File: src/rtl/frb_pkg.sv
`timescale 1ns / 1ps
package frb_pkg;

  localparam int HDR_BYTES   = 20;
  localparam int SIZE_MARGIN = 1024;
  localparam int IDX_W       = 5;
  localparam int HDR_BITS    = HDR_BYTES * 8;
  localparam logic [31:0] MAGIC_RESET = 32'h1234_5678;

  typedef enum logic [2:0] {
    KIND_WBEGIN  = 3'd0,
    KIND_WBYTE   = 3'd1,
    KIND_RHDR    = 3'd2,
    KIND_RBYTE   = 3'd3,
    KIND_ADVANCE = 3'd4
  } kind_t;

  typedef enum logic [2:0] {
    ST_OK         = 3'd0,
    ST_SIZE_REJ   = 3'd1,
    ST_NO_ROOM    = 3'd2,
    ST_HDR_MISFIT = 3'd3,
    ST_EMPTY      = 3'd4,
    ST_CORRUPT    = 3'd5,
    ST_BAD_ADV    = 3'd6,
    ST_NO_PENDING = 3'd7
  } status_t;

  typedef enum logic [3:0] {
    S_IDLE,
    S_DECODE,
    S_WBPLAN,
    S_HWRITE,
    S_HREAD,
    S_HCHECK,
    S_HCLEAR,
    S_REDUCE,
    S_RBWAIT,
    S_RESULT
  } state_t;

  typedef struct packed {
    logic [2:0]  kind;
    logic [15:0] rec_type;
    logic [15:0] rec_subtype;
    logic [7:0]  channel_in;
    logic [15:0] frame_length;
    logic [7:0]  data_in;
    logic [15:0] byte_offset;
    logic [15:0] advance_amount;
  } frb_in_t;

  typedef struct packed {
    status_t     status;
    logic [15:0] type_out;
    logic [15:0] subtype_out;
    logic [7:0]  channel_out;
    logic [15:0] payload_len;
    logic [15:0] skip_len;
    logic [7:0]  data_byte;
  } frb_out_t;

  typedef struct packed {
    logic             load_in;
    logic             decode;
    logic             wb_plan;
    logic             hwrite;
    logic             hread;
    logic             hcap;
    logic             hcheck;
    logic             hclear;
    logic             reduce;
    logic             rb_cap;
    logic             out_load;
    logic [IDX_W-1:0] idx;
  } frb_cmd_t;

  typedef struct packed {
    logic [2:0] kind;
    logic       dec_ok;
    logic       red_more;
  } frb_stat_t;

endpackage

File: src/rtl/frb_ctrl.sv
`timescale 1ns / 1ps
module frb_ctrl (
  input  logic             clk,
  input  logic             rst_n,
  input  logic             in_valid,
  output logic             in_ready,
  output logic             out_valid,
  input  logic             out_ready,
  input  frb_pkg::frb_stat_t stat,
  output frb_pkg::frb_cmd_t  cmd
);
  import frb_pkg::*;

  state_t           state_r, state_nxt;
  logic [IDX_W-1:0] cnt_r, cnt_nxt;
  logic             ov_r, ov_nxt;
  logic             load_out;

  assign load_out  = (state_r == S_RESULT) && (!ov_r || out_ready);
  assign in_ready  = (state_r == S_IDLE);
  assign out_valid = ov_r;

  always_comb begin
    state_nxt = state_r;
    cnt_nxt   = cnt_r;
    ov_nxt    = ov_r;
    if (load_out) begin
      ov_nxt = 1'b1;
    end else if (out_ready) begin
      ov_nxt = 1'b0;
    end
    case (state_r)
      S_IDLE: begin
        if (in_valid) begin
          state_nxt = S_DECODE;
        end
      end
      S_DECODE: begin
        cnt_nxt = '0;
        if (!stat.dec_ok) begin
          state_nxt = S_RESULT;
        end else begin
          case (stat.kind)
            KIND_WBEGIN:  state_nxt = S_WBPLAN;
            KIND_RHDR:    state_nxt = S_HREAD;
            KIND_RBYTE:   state_nxt = S_REDUCE;
            KIND_ADVANCE: state_nxt = S_REDUCE;
            default:      state_nxt = S_RESULT;
          endcase
        end
      end
      S_WBPLAN: state_nxt = S_HWRITE;
      S_HWRITE: begin
        cnt_nxt = cnt_r + IDX_W'(1);
        if (cnt_r == IDX_W'(HDR_BYTES - 1)) begin
          state_nxt = S_RESULT;
        end
      end
      S_HREAD: begin
        cnt_nxt = cnt_r + IDX_W'(1);
        if (cnt_r == IDX_W'(HDR_BYTES)) begin
          cnt_nxt   = '0;
          state_nxt = S_HCHECK;
        end
      end
      S_HCHECK: begin
        // The clear pass runs only when the header checked out.
        if (stat.dec_ok) begin
          state_nxt = S_HCLEAR;
        end else begin
          state_nxt = S_RESULT;
        end
      end
      S_HCLEAR: begin
        cnt_nxt = cnt_r + IDX_W'(1);
        if (cnt_r == IDX_W'(3)) begin
          state_nxt = S_RESULT;
        end
      end
      S_REDUCE: begin
        if (!stat.red_more) begin
          state_nxt = (stat.kind == KIND_RBYTE) ? S_RBWAIT : S_RESULT;
        end
      end
      S_RBWAIT: state_nxt = S_RESULT;
      S_RESULT: begin
        if (load_out) begin
          state_nxt = S_IDLE;
        end
      end
      default: state_nxt = S_IDLE;
    endcase
  end

  always_comb begin
    cmd     = '0;
    cmd.idx = cnt_r;
    case (state_r)
      S_IDLE:   cmd.load_in = in_valid;
      S_DECODE: cmd.decode  = 1'b1;
      S_WBPLAN: cmd.wb_plan = 1'b1;
      S_HWRITE: cmd.hwrite  = 1'b1;
      S_HREAD: begin
        cmd.hread = (cnt_r < IDX_W'(HDR_BYTES));
        cmd.hcap  = (cnt_r != '0);
      end
      S_HCHECK: cmd.hcheck   = 1'b1;
      S_HCLEAR: cmd.hclear   = 1'b1;
      S_REDUCE: cmd.reduce   = 1'b1;
      S_RBWAIT: cmd.rb_cap   = 1'b1;
      S_RESULT: cmd.out_load = load_out;
      default:  cmd.idx      = cnt_r;
    endcase
  end

  always_ff @(posedge clk) begin
    if (!rst_n) begin
      state_r <= S_IDLE;
      cnt_r   <= '0;
      ov_r    <= 1'b0;
    end else begin
      state_r <= state_nxt;
      cnt_r   <= cnt_nxt;
      ov_r    <= ov_nxt;
    end
  end

endmodule

File: config.mk
export PLATFORM = sky130hd
export DESIGN_NAME = frb_ctrl
export DESIGN_NICKNAME = d
export VERILOG_FILES = /design/src/rtl/frb_pkg.sv /design/src/rtl/frb_ctrl.sv
export SDC_FILE = /design/constraint.sdc
export NUM_CORES = 1
export LEC_CHECK = 0
export ABC_AREA = 1
export BUFFER_PORTS_ARGS = -buffer_cell sky130_fd_sc_hd__clkbuf_2
export CAP_MARGIN = 20
export CORE_MARGIN = 1.5
export CORE_UTILIZATION = 25
export CTS_CLUSTER_DIAMETER = 120
export DETAILED_ROUTE_END_ITERATION = 8
export PLACE_DENSITY = 0.46
export SLEW_MARGIN = 15
export SYNTH_ARGS = -nofsm -noshare
export SYNTH_HDL_FRONTEND = slang
export SYNTH_SLANG_ARGS = --single-unit
File: constraint.sdc
create_clock -name clk -period 1.5 [get_ports clk]
set_input_delay 0.225 -clock clk [delete_from_list [all_inputs] [get_ports clk]]
set_output_delay 0.225 -clock clk [all_outputs]
set_load 0.05 [all_outputs]
==> run metrics <==
status=complete, but fails checks; failing checks=negative setup slack; mean post-synth cell area=5.49 µm²; ys async rst share=0%; Placed Cells incl. Taps=233; Least-Margin Pin Slew=0.302 ns; Hold-fix buffers, CTS=0; vias post-DR=1159; commonest cells in the netlist=nand2_1, nor2_1, inv_1; Gate power share=70.5%; drt drc=0; Clock Pin Slew Worst Setup and Hold Paths=0.07 ns; worst reg2reg path startpoint=state_r[1]; final setup violation count=2; dpl hpwl=2160 µm; switching part of the total=52.4%; share of cells above drive strength 1=46.3%; First DRT Iteration DRCs=50; RSZ-0062 raised after global routing=true; post-route ant nets=0; Hold Path End=cnt_r[0]; final worst path period need=1.52 ns; DR WL/cell=12.3 µm; Die H=61.5 µm; Reg power frac=18.9%; Final Hold Vio Count=0; first-pass GRT wire length=4490 µm; delay-heaviest family, CP=buffers and inverters; number of global-route vias before repair=1083; r2r endpoint=state_r[3]; Peak supply drop=0.688 mV; Largest stage delay, worst path=0.37 ns; gr ovfl total=0; GRT Total Usage=16.1%; worst skew pair latency=0.26 ns; post-DR vias/cell=4.69; worst setup margin=-0.0176 ns; worst-path cell chain=buf_6, nor4_4, buf_4, buf_12; CTS max path bufs=2; Placed Area=0.00118 mm²; Die Width=61.5 µm; GP Congestion=0.875; post-synthesis sequential area ratio=23.4%; antenna cells=0; CP arrival=1.29 ns; CP Capture Type=primary output; #FFs+latches synth=10; WL final=3050 µm; DR pass1 iterations=4; I/O Buffers=26; leakage=0.704 nW; fin nets=213; design internal power=1.10 mW; multi-input logic area=738 µm²; num ports=27; Tcrit/Tclk final=101%; Psw=1.21 mW; Max Clock Freq=659 MHz; post-synth top area share=23.4%; Setup TNS=-0.0326 ns; hold path depth=3; Initial Util=25.9%; largest area contributor in the synthesized netlist=dfxtp_1; register area=218 µm²; worst hold start=rst_n; CTS sink cnt=10; worst hold-check path type=primary input to flip-flop; WP buf/inv=3; Setup CP Type=flip-flop to primary output; leading post-synthesis cells by cell area=dfxtp_1, nand2_1, nor2_1; H-Tree Depth=1; Clock Skew=0.000578 ns; top-count cell post-synth=nand2_1; Synth Net Count=167; count of flip-flops with a built-in enable after synthesis=0; CP max stage cell=dfxtp_4; clock group share of total power=10.6%; Gate Count Post-Synth=156; R2R setup slack=0.02 ns; Post-Syn Area=856 µm²; CP Max Fanout=4; Non-Filler Instances=247; Area Overhead vs Synth=78.7%; largest net degree at the start of global routing=8; worst endpoint required time=1.27 ns; R2R depth=10; Slew headroom=79.8%; Power Dens Cells=1510 mW/mm²; Max Cap Viol=0; Worst Setup Start Kind=flip-flop; Core Area=0.00331 mm²; TritonCTS buffer count=3; die area=0.00378 mm²; initial antenna violation count=0; Rows=21; count of different cell masters after synthesis=20; Syn. warnings=0; Final Cell Area=0.00153 mm²; Top FF cell, synth=dfxtp_1; Slew Limit Fails=0; CTS tree=done; Fillers=351; Clock Tree Root=clkbuf_4
[cell families after synthesis]
| group | count (synthesis) | synth area share, % |
|---|---|---|
| flip-flops | 10 | 23.4 |
| XOR/XNOR | 1 | 1.02 |
| adder cells (fa/ha/maj) | 2 | 2.92 |
| AND/OR/NAND/NOR | 107 | 53.5 |
| buffers and inverters | 23 | 11.0 |
| AO/OA/AOI/OAI | 13 | 8.19 |
[power by group through the flow]
stage	sequential (mW)	combinational, mW	clock, mW
floorplan	0.430	0.848	0
global placement	0.384	1.18	0
detailed placement	0.385	1.18	0
CTS	0.404	1.46	0.257
global route	0.442	1.75	0.281
finish	0.437	1.63	0.246
[area by class of cell]
cell class	count	share of cell area (%)
Timing Repair Buffer	43	25.5
Sequential cell	10	14.2
Tap cell	46	3.76
Multi-Input combinational cell	123	48.3
Clock buffer	4	2.37
Inverter	21	5.81
[layer usage]
layer | global-route usage (%) | wire (µm) | up-vias
met5 | 0 | 0 | -
met2 | 28.7 | 1600 | 34
li1 | - | - | 580
met1 | 18.6 | 1300 | 543
met3 | 2.52 | 121 | 2
met4 | 7.90 | 20 | 0
[worst reg2reg max path: cells and delay by family, from the launching register on]
family	cells	cell delay, ns
simple gates	5	0.47
buf+inv	3	0.33
compound gates	2	0.19
flops	1	0.38
[registers in the layout, indices dropped and copies added (netlist names)]
signal	flops
state_r	4
cnt_r	5
out_valid	1
[through the flow]
| stage | hold WS, ns | utilization, % | total power, mW | setup WS [ns] |
|---|---|---|---|---|
| 3_5_place_dp | 0.478 | 35.5 | 1.57 | -0.00848 |
| 4_1_cts | 0.274 | 42.1 | 2.12 | -0.0726 |
| 2_1_floorplan | 0.416 | - | 1.28 | -0.0465 |
| 3_3_place_gp | 0.474 | 35.5 | 1.57 | -0.00359 |
| 5_1_grt | 0.211 | 46.2 | 2.47 | -0.0674 |
| 6_report | 0.216 | 46.2 | 2.31 | -0.0176 |
[cells in the final DEF (no fill, tap or decap), types with 4 or more instances in the layout]
cell / Yosys / layout
nand2_1: 53 / 46
nor2_1: 30 / 16
inv_1: 18 / 14
clkbuf_2: 0 / 14
nand3_1: 13 / 13
buf_4: 2 / 13
nor2_4: 2 / 9
a21oi_1: 8 / 8
nor2_2: 0 / 7
buf_6: 0 / 6
nand2_2: 0 / 5
dfxtp_2: 0 / 5
inv_2: 3 / 4
nor3_1: 5 / 4
clkbuf_4: 0 / 4
buf_8: 0 / 4
[worst max-delay path by stage]
stage	startpoint	end	depth (start not counted)
after floorplan	cnt_r[2]	cmd[10]	2
after global placement	cnt_r[3]	state_r[3]	7
after detailed placement	cnt_r[2]	state_r[3]	7
after CTS	state_r[1]	cmd[5]	5
after global routing	state_r[2]	cmd[5]	4
final	state_r[2]	cmd[5]	4
[timing repair]
item / CTS / global route
endpoints found under the setup margin: 16 / 20
resized for setup: 36 / 38
setup buffers: 6 / 5
pin swaps: 4 / 6
No activity file was read; power rests on OpenSTA's default activity.
